### src/rtl/core/sldq_pkg.sv
// Shared types and codes for the sorted list deque engine.
package sldq_pkg;

	localparam int HANDLE_W = 8;
	localparam int VALUE_W  = 32;
	localparam int REQ_W    = 3;
	localparam int STATUS_W = 3;
	localparam int OCC_W    = 5;

	localparam logic [REQ_W-1:0] REQ_PUSH_FRONT = 3'd0;
	localparam logic [REQ_W-1:0] REQ_PUSH_BACK  = 3'd1;
	localparam logic [REQ_W-1:0] REQ_POP_FRONT  = 3'd2;
	localparam logic [REQ_W-1:0] REQ_POP_BACK   = 3'd3;
	localparam logic [REQ_W-1:0] REQ_INSERT     = 3'd4;
	localparam logic [REQ_W-1:0] REQ_REMOVE     = 3'd5;
	localparam logic [REQ_W-1:0] REQ_SEARCH     = 3'd6;

	typedef enum logic [STATUS_W-1:0] {
		ST_OK       = 3'd0,
		ST_EMPTY    = 3'd1,
		ST_FULL     = 3'd2,
		ST_DUP      = 3'd3,
		ST_NOTFOUND = 3'd4
	} status_t;

	typedef enum logic {
		CS_IDLE = 1'b0,
		CS_EXEC = 1'b1
	} ctrl_state_t;

	typedef struct packed {
		logic capture;
		logic commit;
	} ctrl_cmd_t;

endpackage

### src/rtl/core/sldq_ctrl.sv
// Request sequencer: captures a beat, then commits it once the result register is free.
module sldq_ctrl import sldq_pkg::*; (
	input  logic      clk,
	input  logic      arst_n,
	input  logic      in_valid,
	output logic      in_ready,
	output logic      out_valid,
	input  logic      out_ready,
	output ctrl_cmd_t cmd
);

	ctrl_state_t state_q, state_nx;
	logic        out_valid_q;

	always_ff @(posedge clk or negedge arst_n) begin
		if (!arst_n) begin
			state_q     <= CS_IDLE;
			out_valid_q <= 1'b0;
		end else begin
			state_q <= state_nx;
			if (cmd.commit) begin
				out_valid_q <= 1'b1;
			end else if (out_ready) begin
				out_valid_q <= 1'b0;
			end
		end
	end

	always_comb begin
		state_nx    = state_q;
		in_ready    = 1'b0;
		cmd.capture = 1'b0;
		cmd.commit  = 1'b0;
		case (state_q)
			CS_IDLE: begin
				in_ready    = 1'b1;
				cmd.capture = in_valid;
				if (in_valid) begin
					state_nx = CS_EXEC;
				end
			end
			CS_EXEC: begin
				// hold the list update until the previous result has gone
				if (!out_valid_q || out_ready) begin
					cmd.commit = 1'b1;
					state_nx   = CS_IDLE;
				end
			end
			default: begin
				state_nx = CS_IDLE;
			end
		endcase
	end

	assign out_valid = out_valid_q;

endmodule

### src/rtl/core/sldq_dp.sv
// List cells, per-cell comparators, shift network and result registers.
module sldq_dp import sldq_pkg::*; #(
	parameter int CAPACITY     = 16,
	parameter int HANDLE_COUNT = 256
) (
	input  logic                clk,
	input  logic                arst_n,
	input  ctrl_cmd_t           cmd,
	input  logic                cfg_wr_en,
	input  logic                cfg_wr_data,
	input  logic [REQ_W-1:0]    req_type,
	input  logic [HANDLE_W-1:0] handle,
	input  logic [VALUE_W-1:0]  value,
	output logic [STATUS_W-1:0] status,
	output logic [HANDLE_W-1:0] out_handle,
	output logic [VALUE_W-1:0]  out_value,
	output logic [OCC_W-1:0]    occupancy,
	output logic                is_empty
);

	localparam int CW = $clog2(CAPACITY + 1);
	localparam logic [CAPACITY-1:0] ONE_HOT0 = CAPACITY'(1);

	logic [VALUE_W-1:0]  val_q [CAPACITY];
	logic [HANDLE_W-1:0] hdl_q [CAPACITY];
	logic [VALUE_W-1:0]  val_nx [CAPACITY];
	logic [HANDLE_W-1:0] hdl_nx [CAPACITY];
	logic [VALUE_W-1:0]  prv_v [CAPACITY];
	logic [HANDLE_W-1:0] prv_h [CAPACITY];
	logic [VALUE_W-1:0]  nxt_v [CAPACITY];
	logic [HANDLE_W-1:0] nxt_h [CAPACITY];
	logic [CW-1:0]       cnt_q, cnt_nx;
	logic                order_q;

	// request and compare flags, first cycle
	logic [REQ_W-1:0]    req_s1;
	logic [HANDLE_W-1:0] hdl_s1;
	logic [VALUE_W-1:0]  val_s1;
	logic                hbad_s1;
	logic [CAPACITY-1:0] hmatch_s1, after_s1, vmatch_s1;
	logic [CAPACITY-1:0] hmatch_c, after_c, vmatch_c;

	// result registers
	status_t             status_q, st;
	logic [HANDLE_W-1:0] oh_q, oh;
	logic [VALUE_W-1:0]  ov_q, ov;
	logic [OCC_W-1:0]    occ_q;
	logic                empty_q;

	logic [CAPACITY-1:0] hfirst, afirst, vfirst, cnt_oh, last_oh;
	logic [CAPACITY-1:0] ins_oh, take_oh, rd_oh, mask_le, mask_lt;
	logic                do_ins, do_take, rd_en, full, empty;

	always_ff @(posedge clk or negedge arst_n) begin
		if (!arst_n) begin
			order_q <= 1'b0;
		end else if (cfg_wr_en) begin
			order_q <= cfg_wr_data;
		end
	end

	for (genvar g = 0; g < CAPACITY; g++) begin : g_cell
		logic live;
		assign live        = CW'(g) < cnt_q;
		assign hmatch_c[g] = live && (hdl_q[g] == handle);
		assign vmatch_c[g] = live && (val_q[g] == value);
		assign after_c[g]  = live && (order_q ? (val_q[g] < value) : (val_q[g] > value));
		if (g == 0) begin : g_first
			assign prv_v[g] = val_q[g];
			assign prv_h[g] = hdl_q[g];
		end else begin : g_mid
			assign prv_v[g] = val_q[g-1];
			assign prv_h[g] = hdl_q[g-1];
		end
		if (g == CAPACITY - 1) begin : g_last
			assign nxt_v[g] = val_q[g];
			assign nxt_h[g] = hdl_q[g];
		end else begin : g_body
			assign nxt_v[g] = val_q[g+1];
			assign nxt_h[g] = hdl_q[g+1];
		end
	end

	always_ff @(posedge clk) begin
		if (cmd.capture) begin
			req_s1    <= req_type;
			hdl_s1    <= handle;
			val_s1    <= value;
			hbad_s1   <= {{(32-HANDLE_W){1'b0}}, handle} >= 32'(HANDLE_COUNT);
			hmatch_s1 <= hmatch_c;
			after_s1  <= after_c;
			vmatch_s1 <= vmatch_c;
		end
	end

	// lowest set bit of each flag vector
	assign hfirst  = hmatch_s1 & (~hmatch_s1 + ONE_HOT0);
	assign afirst  = after_s1 & (~after_s1 + ONE_HOT0);
	assign vfirst  = vmatch_s1 & (~vmatch_s1 + ONE_HOT0);
	assign cnt_oh  = ONE_HOT0 << cnt_q;
	assign last_oh = ONE_HOT0 << (cnt_q - CW'(1));
	assign full    = cnt_q == CW'(CAPACITY);
	assign empty   = cnt_q == '0;

	always_comb begin
		st      = ST_NOTFOUND;
		do_ins  = 1'b0;
		do_take = 1'b0;
		rd_en   = 1'b0;
		ins_oh  = cnt_oh;
		take_oh = ONE_HOT0;
		rd_oh   = ONE_HOT0;
		cnt_nx  = cnt_q;
		case (req_s1)
			REQ_PUSH_FRONT, REQ_PUSH_BACK, REQ_INSERT: begin
				if (hbad_s1) begin
					st = ST_NOTFOUND;
				end else if (|hmatch_s1) begin
					st = ST_DUP;
				end else if (full) begin
					st = ST_FULL;
				end else begin
					st     = ST_OK;
					do_ins = 1'b1;
					cnt_nx = cnt_q + CW'(1);
					if (req_s1 == REQ_PUSH_FRONT) begin
						ins_oh = ONE_HOT0;
					end else if (req_s1 == REQ_INSERT && |after_s1) begin
						ins_oh = afirst;
					end
				end
			end
			REQ_POP_FRONT, REQ_POP_BACK: begin
				if (empty) begin
					st = ST_EMPTY;
				end else begin
					st      = ST_OK;
					do_take = 1'b1;
					take_oh = (req_s1 == REQ_POP_FRONT) ? ONE_HOT0 : last_oh;
					cnt_nx  = cnt_q - CW'(1);
				end
			end
			REQ_REMOVE: begin
				if (!hbad_s1 && |hmatch_s1) begin
					st      = ST_OK;
					do_take = 1'b1;
					take_oh = hfirst;
					cnt_nx  = cnt_q - CW'(1);
				end
			end
			REQ_SEARCH: begin
				if (|vmatch_s1) begin
					st    = ST_OK;
					rd_en = 1'b1;
					rd_oh = vfirst;
				end
			end
			default: begin
				st = ST_NOTFOUND;
			end
		endcase
		if (do_take) begin
			rd_en = 1'b1;
			rd_oh = take_oh;
		end
	end

	// one-hot read of the selected cell
	always_comb begin
		oh = '0;
		ov = '0;
		for (int i = 0; i < CAPACITY; i++) begin
			oh = oh | ({HANDLE_W{rd_en & rd_oh[i]}} & hdl_q[i]);
			ov = ov | ({VALUE_W{rd_en & rd_oh[i]}} & val_q[i]);
		end
	end

	// cells at or past the insert point move back; cells past the taken one move forward
	assign mask_le = ins_oh | (ins_oh - ONE_HOT0);
	assign mask_lt = take_oh - ONE_HOT0;

	always_comb begin
		for (int i = 0; i < CAPACITY; i++) begin
			val_nx[i] = val_q[i];
			hdl_nx[i] = hdl_q[i];
			if (do_ins) begin
				if (ins_oh[i]) begin
					val_nx[i] = val_s1;
					hdl_nx[i] = hdl_s1;
				end else if (!mask_le[i]) begin
					val_nx[i] = prv_v[i];
					hdl_nx[i] = prv_h[i];
				end
			end else if (do_take && !mask_lt[i]) begin
				val_nx[i] = nxt_v[i];
				hdl_nx[i] = nxt_h[i];
			end
		end
	end

	always_ff @(posedge clk) begin
		if (cmd.commit) begin
			val_q    <= val_nx;
			hdl_q    <= hdl_nx;
			status_q <= st;
			oh_q     <= oh;
			ov_q     <= ov;
			occ_q    <= OCC_W'(cnt_nx);
			empty_q  <= cnt_nx == '0;
		end
	end

	always_ff @(posedge clk or negedge arst_n) begin
		if (!arst_n) begin
			cnt_q <= '0;
		end else if (cmd.commit) begin
			cnt_q <= cnt_nx;
		end
	end

	assign status     = status_q;
	assign out_handle = oh_q;
	assign out_value  = ov_q;
	assign occupancy  = occ_q;
	assign is_empty   = empty_q;

endmodule

### src/rtl/core/sorted_list_deque_engine.sv
// Top level of the sorted list deque engine.
// Holds up to CAPACITY (handle, value) entries front to back in a chain of cells and serves one
// request at a time: push front/back, pop front/back, sorted insert, remove by handle and search
// by value. Each request runs in two steps: compare with every cell in parallel and register the
// flags, then pick the first hit and shift the chain. A new request is taken while the last
// result still waits; the update stalls only if that result has not gone by then. order_mode
// (cfg_wr_data) picks ascending (0) or descending (1) order for sorted insert; the user must
// write it only while idle (the block does not check). No clearing pass is needed after reset.
module sorted_list_deque_engine import sldq_pkg::*; #(
	parameter int CAPACITY     = 16,
	parameter int HANDLE_COUNT = 256
) (
	input  logic                clk,
	input  logic                arst_n,
	input  logic                cfg_wr_en,
	input  logic                cfg_wr_data,
	input  logic                in_valid,
	output logic                in_ready,
	input  logic [REQ_W-1:0]    req_type,
	input  logic [HANDLE_W-1:0] handle,
	input  logic [VALUE_W-1:0]  value,
	output logic                out_valid,
	input  logic                out_ready,
	output logic [STATUS_W-1:0] status,
	output logic [HANDLE_W-1:0] out_handle,
	output logic [VALUE_W-1:0]  out_value,
	output logic [OCC_W-1:0]    occupancy,
	output logic                is_empty
);

	ctrl_cmd_t cmd;

	sldq_ctrl u_ctrl (
		.clk       (clk),
		.arst_n    (arst_n),
		.in_valid  (in_valid),
		.in_ready  (in_ready),
		.out_valid (out_valid),
		.out_ready (out_ready),
		.cmd       (cmd)
	);

	sldq_dp #(
		.CAPACITY     (CAPACITY),
		.HANDLE_COUNT (HANDLE_COUNT)
	) u_dp (
		.clk         (clk),
		.arst_n      (arst_n),
		.cmd         (cmd),
		.cfg_wr_en   (cfg_wr_en),
		.cfg_wr_data (cfg_wr_data),
		.req_type    (req_type),
		.handle      (handle),
		.value       (value),
		.status      (status),
		.out_handle  (out_handle),
		.out_value   (out_value),
		.occupancy   (occupancy),
		.is_empty    (is_empty)
	);

endmodule

### config.mk
export PLATFORM = sky130hd
export DESIGN_NAME = sorted_list_deque_engine
export DESIGN_NICKNAME = d
export VERILOG_FILES = /design/src/rtl/core/sldq_pkg.sv /design/src/rtl/core/sldq_ctrl.sv /design/src/rtl/core/sldq_dp.sv /design/src/rtl/core/sorted_list_deque_engine.sv
export SDC_FILE = /design/constraint.sdc
export NUM_CORES = 2
export LEC_CHECK = 0
export ABC_AREA = 1
export BUFFER_PORTS_ARGS = -buffer_cell sky130_fd_sc_hd__buf_2
export CORE_ASPECT_RATIO = 1.25
export CORE_MARGIN = 5
export CORE_UTILIZATION = 55
export DETAILED_ROUTE_END_ITERATION = 12
export HOLD_SLACK_MARGIN = 0.15
export PLACE_DENSITY_LB_ADDON = 0.3
export SYNTH_ARGS = -nofsm -noshare
export SYNTH_HDL_FRONTEND = slang
export SYNTH_HIERARCHICAL = 1
export SYNTH_SLANG_ARGS = --single-unit
export TNS_END_PERCENT = 100
### constraint.sdc
create_clock -name clk -period 8.7 [get_ports clk]
set_input_delay 0.435 -clock clk [delete_from_list [all_inputs] [get_ports clk]]
set_output_delay 0.435 -clock clk [all_outputs]
set_load 0.005 [all_outputs]
==> Yosys cells after proc, flatten, opt, wreduce, memory -nomap -nowiden <==
Index checks and enable logic that the tools add are counted.
{ "op_classes": {"muxes": 179, "bitwise": 86, "magnitude_cmp": 48, "reduce_logical": 121, "shifts": 2, "n_eq_ne": 55, "add_sub_neg": 7} }
{ "ops": {"columns": ["operator", "n"], "rows": [
  ["32-bit two-way mux", 61],
  ["32-bit AND", 16],
  ["32-bit equality test", 16],
  ["32-bit greater-than comparator", 16],
  ["32-bit < comparator", 16],
  ["8-bit two-way mux", 61],
  ["32-bit bitwise OR", 15],
  ["16-bit two-way mux", 11],
  ["8-bit AND", 16],
  ["8-bit equality test", 16],
  ["8-bit bitwise OR", 15],
  ["1-bit logical AND", 64],
  ["16-bit by 1-bit adder with 16-bit output, second input constant", 3],
  ["16-bit AND", 3],
  ["16-bit inverter", 3],
  ["3-bit AND reduction", 16],
  ["16-bit OR reduction", 3],
  ["3-bit by 2-bit != test with 1-bit output, second input constant", 14],
  ["4-bit by 5-bit < comparator with 1-bit output, first input constant", 8],
  ["1-bit two-way mux", 33],
  ["16-bit one-hot mux with 2 select lines", 1],
  ["2-bit nonzero test", 16],
  ["1-bit by 5-bit left shift with 16-bit output, first input constant", 2],
  ["3-bit by 5-bit < comparator with 1-bit output, first input constant", 4],
  ["other kinds (26)", 69]
]} }
{ "totals": {"output_inout_bits": 51, "word_cells": 545, "in_bits": 49, "register_bits": 788} }

==> Logic depth before layout (Yosys ltp) <==
{ "depth": {"depth_word": 23, "ltp_mapped": 20, "ltp_nobuf": 19} }

==> Hierarchy <==
Netlist, hierarchy kept.
{ "by_module_without_submodules": {"columns": ["mod", "cells_each", "area_per_inst_um2", "n_inst", "seq_area_each_um2"], "rows": [
  ["sldq_dp", 6795, 55291.8, 1, 23572.6],
  ["sldq_ctrl", 11, 92.6, 1, 50.0]
]} }

==> Least setup slack after synthesis <==
OpenSTA, ideal clock, no wires.
{ "synth_path": {"path_kind": "input to register", "from": "in out_ready", "to": "reg u_dp/hdl_q[112] in the netlist's numbering, enable pin", "t_required_ns": 8.202, "setup_slack_ns": 2.014, "path_buffers": 0, "t_arrival_ns": 6.188, "setup_time_ns": 0.498, "cell_stages": 6, "cell_sequence": "inv_1 -> a21oi_2 -> clkinv_1 -> nor2_1 -> nor2_1 -> a211oi_1"} }
{ "synth_rtl": {"columns": ["item", "line", "text"], "rows": [
  ["from (decl)", "sorted_list_deque_engine.sv:23", "input logic out_ready,"],
  ["to (signal assigned)", "sldq_dp.sv:204", "hdl_q <= hdl_nx;"],
  ["to (decl)", "sldq_dp.sv:25", "logic [HANDLE_W-1:0] hdl_q [CAPACITY];"]
]} }

==> Worst setup path in the final report <==
{ "layout_path": {"from": "reg u_dp.cnt_q[1]", "to": "reg u_dp/hdl_q[1] in the netlist's numbering, enable pin"} }
{ "layout_between": {"elab_chain_cells": 10, "elab_cells_between_ends": 14, "classes_between": "add/sub: 1; eq/ne: 2; shift: 1; mux: 8; bitwise: 1; reduce/logical: 1"} }
{ "layout_rtl": {"columns": ["item", "line", "text"], "rows": [
  ["from (decl)", "sldq_dp.sv:32", "logic [CW-1:0] cnt_q, cnt_nx;"],
  ["from (signal assigned)", "sldq_dp.sv:217", "cnt_q <= cnt_nx;"],
  ["1-bit by 5-bit left shift with 16-bit output", "sldq_dp.sv:100", "assign cnt_oh = ONE_HOT0 << cnt_q;"],
  ["16-bit two-way mux", "sldq_dp.sv:128", "end else if (req_s1 == REQ_INSERT && |after_s1) begin"],
  ["16-bit two-way mux", "sldq_dp.sv:126", "if (req_s1 == REQ_PUSH_FRONT) begin"],
  ["16-bit two-way mux", "sldq_dp.sv:120", "end else if (full) begin"],
  ["16-bit two-way mux", "sldq_dp.sv:118", "end else if (|hmatch_s1) begin"],
  ["16-bit two-way mux", "sldq_dp.sv:114", "case (req_s1)"],
  ["16-bit by 1-bit subtractor with 16-bit output", "sldq_dp.sv:179", "assign mask_le = ins_oh | (ins_oh - ONE_HOT0);"],
  ["16-bit bitwise OR", "sldq_dp.sv:179", null],
  ["2-bit by 1-bit != test with 1-bit output (no line)", null, null],
  ["3-bit AND reduction (no line) (*)", null, null]
]} }
Mark *: on every way between the ends. The rest lies on a longest branch, timed or not.
A chain may end at the register's enable or synchronous reset.

==> flow_metrics.env <==
export IMPL_grt_pass1_wl_um=332400
export IMPL_routedWlPerCell_um=28.19
export IMPL_totalNegativeSetupSlack_ns=0
export IMPL_setup_viol=0
export IMPL_syn_inst=6806
export IMPL_rsz0062_at_grt="no"
export IMPL_cts_htree_levels=3
export IMPL_finalMaxSlewViolations=0
export IMPL_yosysSeqAreaShare=0.4265
export IMPL_dp_final_hpwl_um=155700
export IMPL_nets=7359
export IMPL_period_share=0.6601
export IMPL_synth_cell_types=58
export IMPL_cts_tree="done"
export IMPL_vias=55339
export IMPL_via_per_inst=6.764
export IMPL_grt_pass1_vias=51694
export IMPL_area_delta_synth_final_pct=8.973
export IMPL_grtUsageTotal=0.4129
export IMPL_layout_min_cycle_time_ns=5.743
export IMPL_overflow=0
export IMPL_grt_start_max_net_pins=205
export IMPL_cts_root_buf="clkbuf_16"
export IMPL_synth_area_per_cell_um2=8.138
export IMPL_drv_cap=0
export IMPL_critPathArrivalTime_ns=6.12
export IMPL_synthMuxAreaShare=0
export IMPL_drtIter0Drc=10030
export IMPL_synth_edf_count=780
export IMPL_register_area_um2=23620
export IMPL_synth_xor_area_frac=0.01405
export IMPL_syn_nets=7376
export IMPL_whs_ns=0.2414
export IMPL_synthFlopType="edfxtp_1"
export IMPL_slew_headroom=0.07253
export IMPL_crit_type="reg2reg"
export IMPL_syn_area_um2=55380
export IMPL_cts_resized=0
export IMPL_placed_cells=7978
export IMPL_final_common_cell="nand2_1"
export IMPL_clkTransAtPathRegs_ns=0.06
export IMPL_synth_warnings=6
export IMPL_core_area_um2=100200
export IMPL_vdd_ir_drop_max_uv=159.0
export IMPL_drtPass1Iterations=9
export IMPL_fin_skew_ns=0.02340
export IMPL_cts_buffers=88
export IMPL_worst_hold_path_type="in2reg"
export IMPL_p_total_mw=12.03
export IMPL_cts_sinks=788
export IMPL_gp_congestion=1.028
export IMPL_status="complete, no violations"
export IMPL_synth_top_area_frac=0.4229
export IMPL_ys_top_cells_by_area="edfxtp_1 42%, nand2_1 12%, ha_1 12%"
export IMPL_max_freq_ghz=0.1741
export IMPL_p_leak_nw=26.03
export IMPL_hold_viol=0
export IMPL_power_density_nw_per_um2=199.3
export IMPL_final_layout_size_suffix_gt1_frac=0.06006
export IMPL_final_antenna_net_count=0
export IMPL_fillers=8891
export IMPL_worstPathRequired_ns=9.08
export IMPL_synth_fa_ha_area_frac=0.1177
export IMPL_die_x_um=293.8
export IMPL_clk_latency_ns=0.70
export IMPL_synth_top_family_by_area="simple AND/OR/NAND/NOR gates"
export IMPL_start_kind="flop"
export IMPL_synth_compound_area_frac=0.1627
export IMPL_dieArea_um2=107200
export IMPL_antenna_found_initial=5
export IMPL_postCtsSetupBuffers=0
export IMPL_drc=0
export IMPL_drt_wl_total_um=230600
export IMPL_port_buffers=99
export IMPL_yosys_area_share_simple=0.2195
export IMPL_tightest_slew_ns=1.391
export IMPL_cp_end_kind="flop"
export IMPL_multiInputGateArea_um2=28760
export IMPL_die_h_um=364.8
export IMPL_initial_core_util=0.5528
export IMPL_synth_seq_cells=788
export IMPL_rows=130
export IMPL_async_flop_share=0.01015
export IMPL_ios=100
export IMPL_cp_max_fo=77
export IMPL_yosys_area_top_type="edfxtp_1"
export IMPL_layout_common_cells="1,802 x nand2_1, 841 x a21oi_1, 780 x edfxtp_1"
export IMPL_stdcell_count=8181
export IMPL_clock_path_buffers=3
==> per-stage QoR <==
stage,util,worst slack [ns],area [µm²]
floorplan,-,2.014,55380
global placement,0.5685,3.467,56960
detailed placement,0.5685,3.272,56960
CTS,0.6023,3.242,60350
global route,0.6023,2.871,60350
finish,0.6024,2.957,60350
==> path summary, 6_finish.rpt <==
kind                                      from               end  slack, ns  cells past startpoint
worst max-delay path             u_dp/cnt_q[1]     u_dp/hdl_q[1]       2.96                     14
worst min-delay path                 handle[4]    u_dp/hdl_s1[4]       0.24                      1
worst max register to register   u_dp/cnt_q[1]     u_dp/hdl_q[1]       2.96                     14
worst min register to register  u_ctrl/state_q  u_ctrl/out_valid       0.53                      2
max in group asynchronous               arst_n     u_dp/cnt_q[1]       7.70                      3
min in group asynchronous               arst_n     u_dp/cnt_q[4]       0.72                      3
==> layer usage <==
layer,routed length [µm],track usage,up-vias
met4,20810,0.2938,4
li1,-,-,23849
met5,23,0,-
met1,78960,0.5217,25547
met3,34740,0.1182,1014
met2,96060,0.6087,4925
==> registers in the layout, summed over array words and instances (netlist names), 8 cells and up <==
name / cells
u_dp/prv_v: 32
u_dp/out_handle: 8
u_dp/hdl_s1: 8
u_dp/val_s1: 32
u_dp/nxt_v: 480
u_dp/vmatch_s1: 16
u_dp/out_value: 32
u_dp/after_s1: 16
u_dp/hmatch_s1: 16
u_dp/hdl_q: 128
==> synth_stat cells, drive strengths merged (28+ instances only) <==
cell type,count
xnor2,28
inv,479
ha,521
edfxtp,780
nor4,43
o21ai,423
nor2,606
nand2,1824
a21oi,850
xor2,60
clkbuf,120
nand3,236
buf,204
nor3,30
nand4,149
o22ai,287
==> worst max-delay path: stages (launching register included) <==
cell and delay (ns):
dfrtp_1 0.56, inv_1 0.17, ha_1 0.30, nand3_1 0.24, nand3_1 0.19, nor2_4 0.11
buf_4 0.77, nand3_1 0.28, nand3_2 0.15, buf_4 0.55, inv_2 0.68, nor2_1 0.36
nand2_1 0.10, o21a_2 0.46, buf_4 0.41
==> final cells by class <==
class	instances	share of cell area
clock inverter	51	0.008956
multi-input combinational	5211	0.4765
inverter	483	0.03008
sequential	788	0.3914
clock buffer	110	0.04047
tap	1320	0.02736
antenna	1	0.00004146
timing repair buffer	217	0.02521
==> cell families after synthesis <==
kind of cell	Yosys count
XOR/XNOR	88
buffers and inverters	807
AO/OA/AOI/OAI	1665
flip-flops	788
AND/OR/NAND/NOR	2937
adder cells (fa/ha/maj)	521
==> report_power, final <==
| group | switching [mW] | internal [mW] | total (mW) |
|---|---|---|---|
| logic | 2.33 | 0.757 | 3.08 |
| registers | 0.363 | 4.61 | 4.97 |
| clock network | 1.69 | 2.29 | 3.97 |
| total | 4.38 | 7.65 | 12.0 |
==> timing repair <==
action,in CTS,in global routing
hold buffers,41,0
setup endpoints to repair,0,0
hold endpoints to repair,45,0
Note: power is estimated with default switching activity, not from simulation.
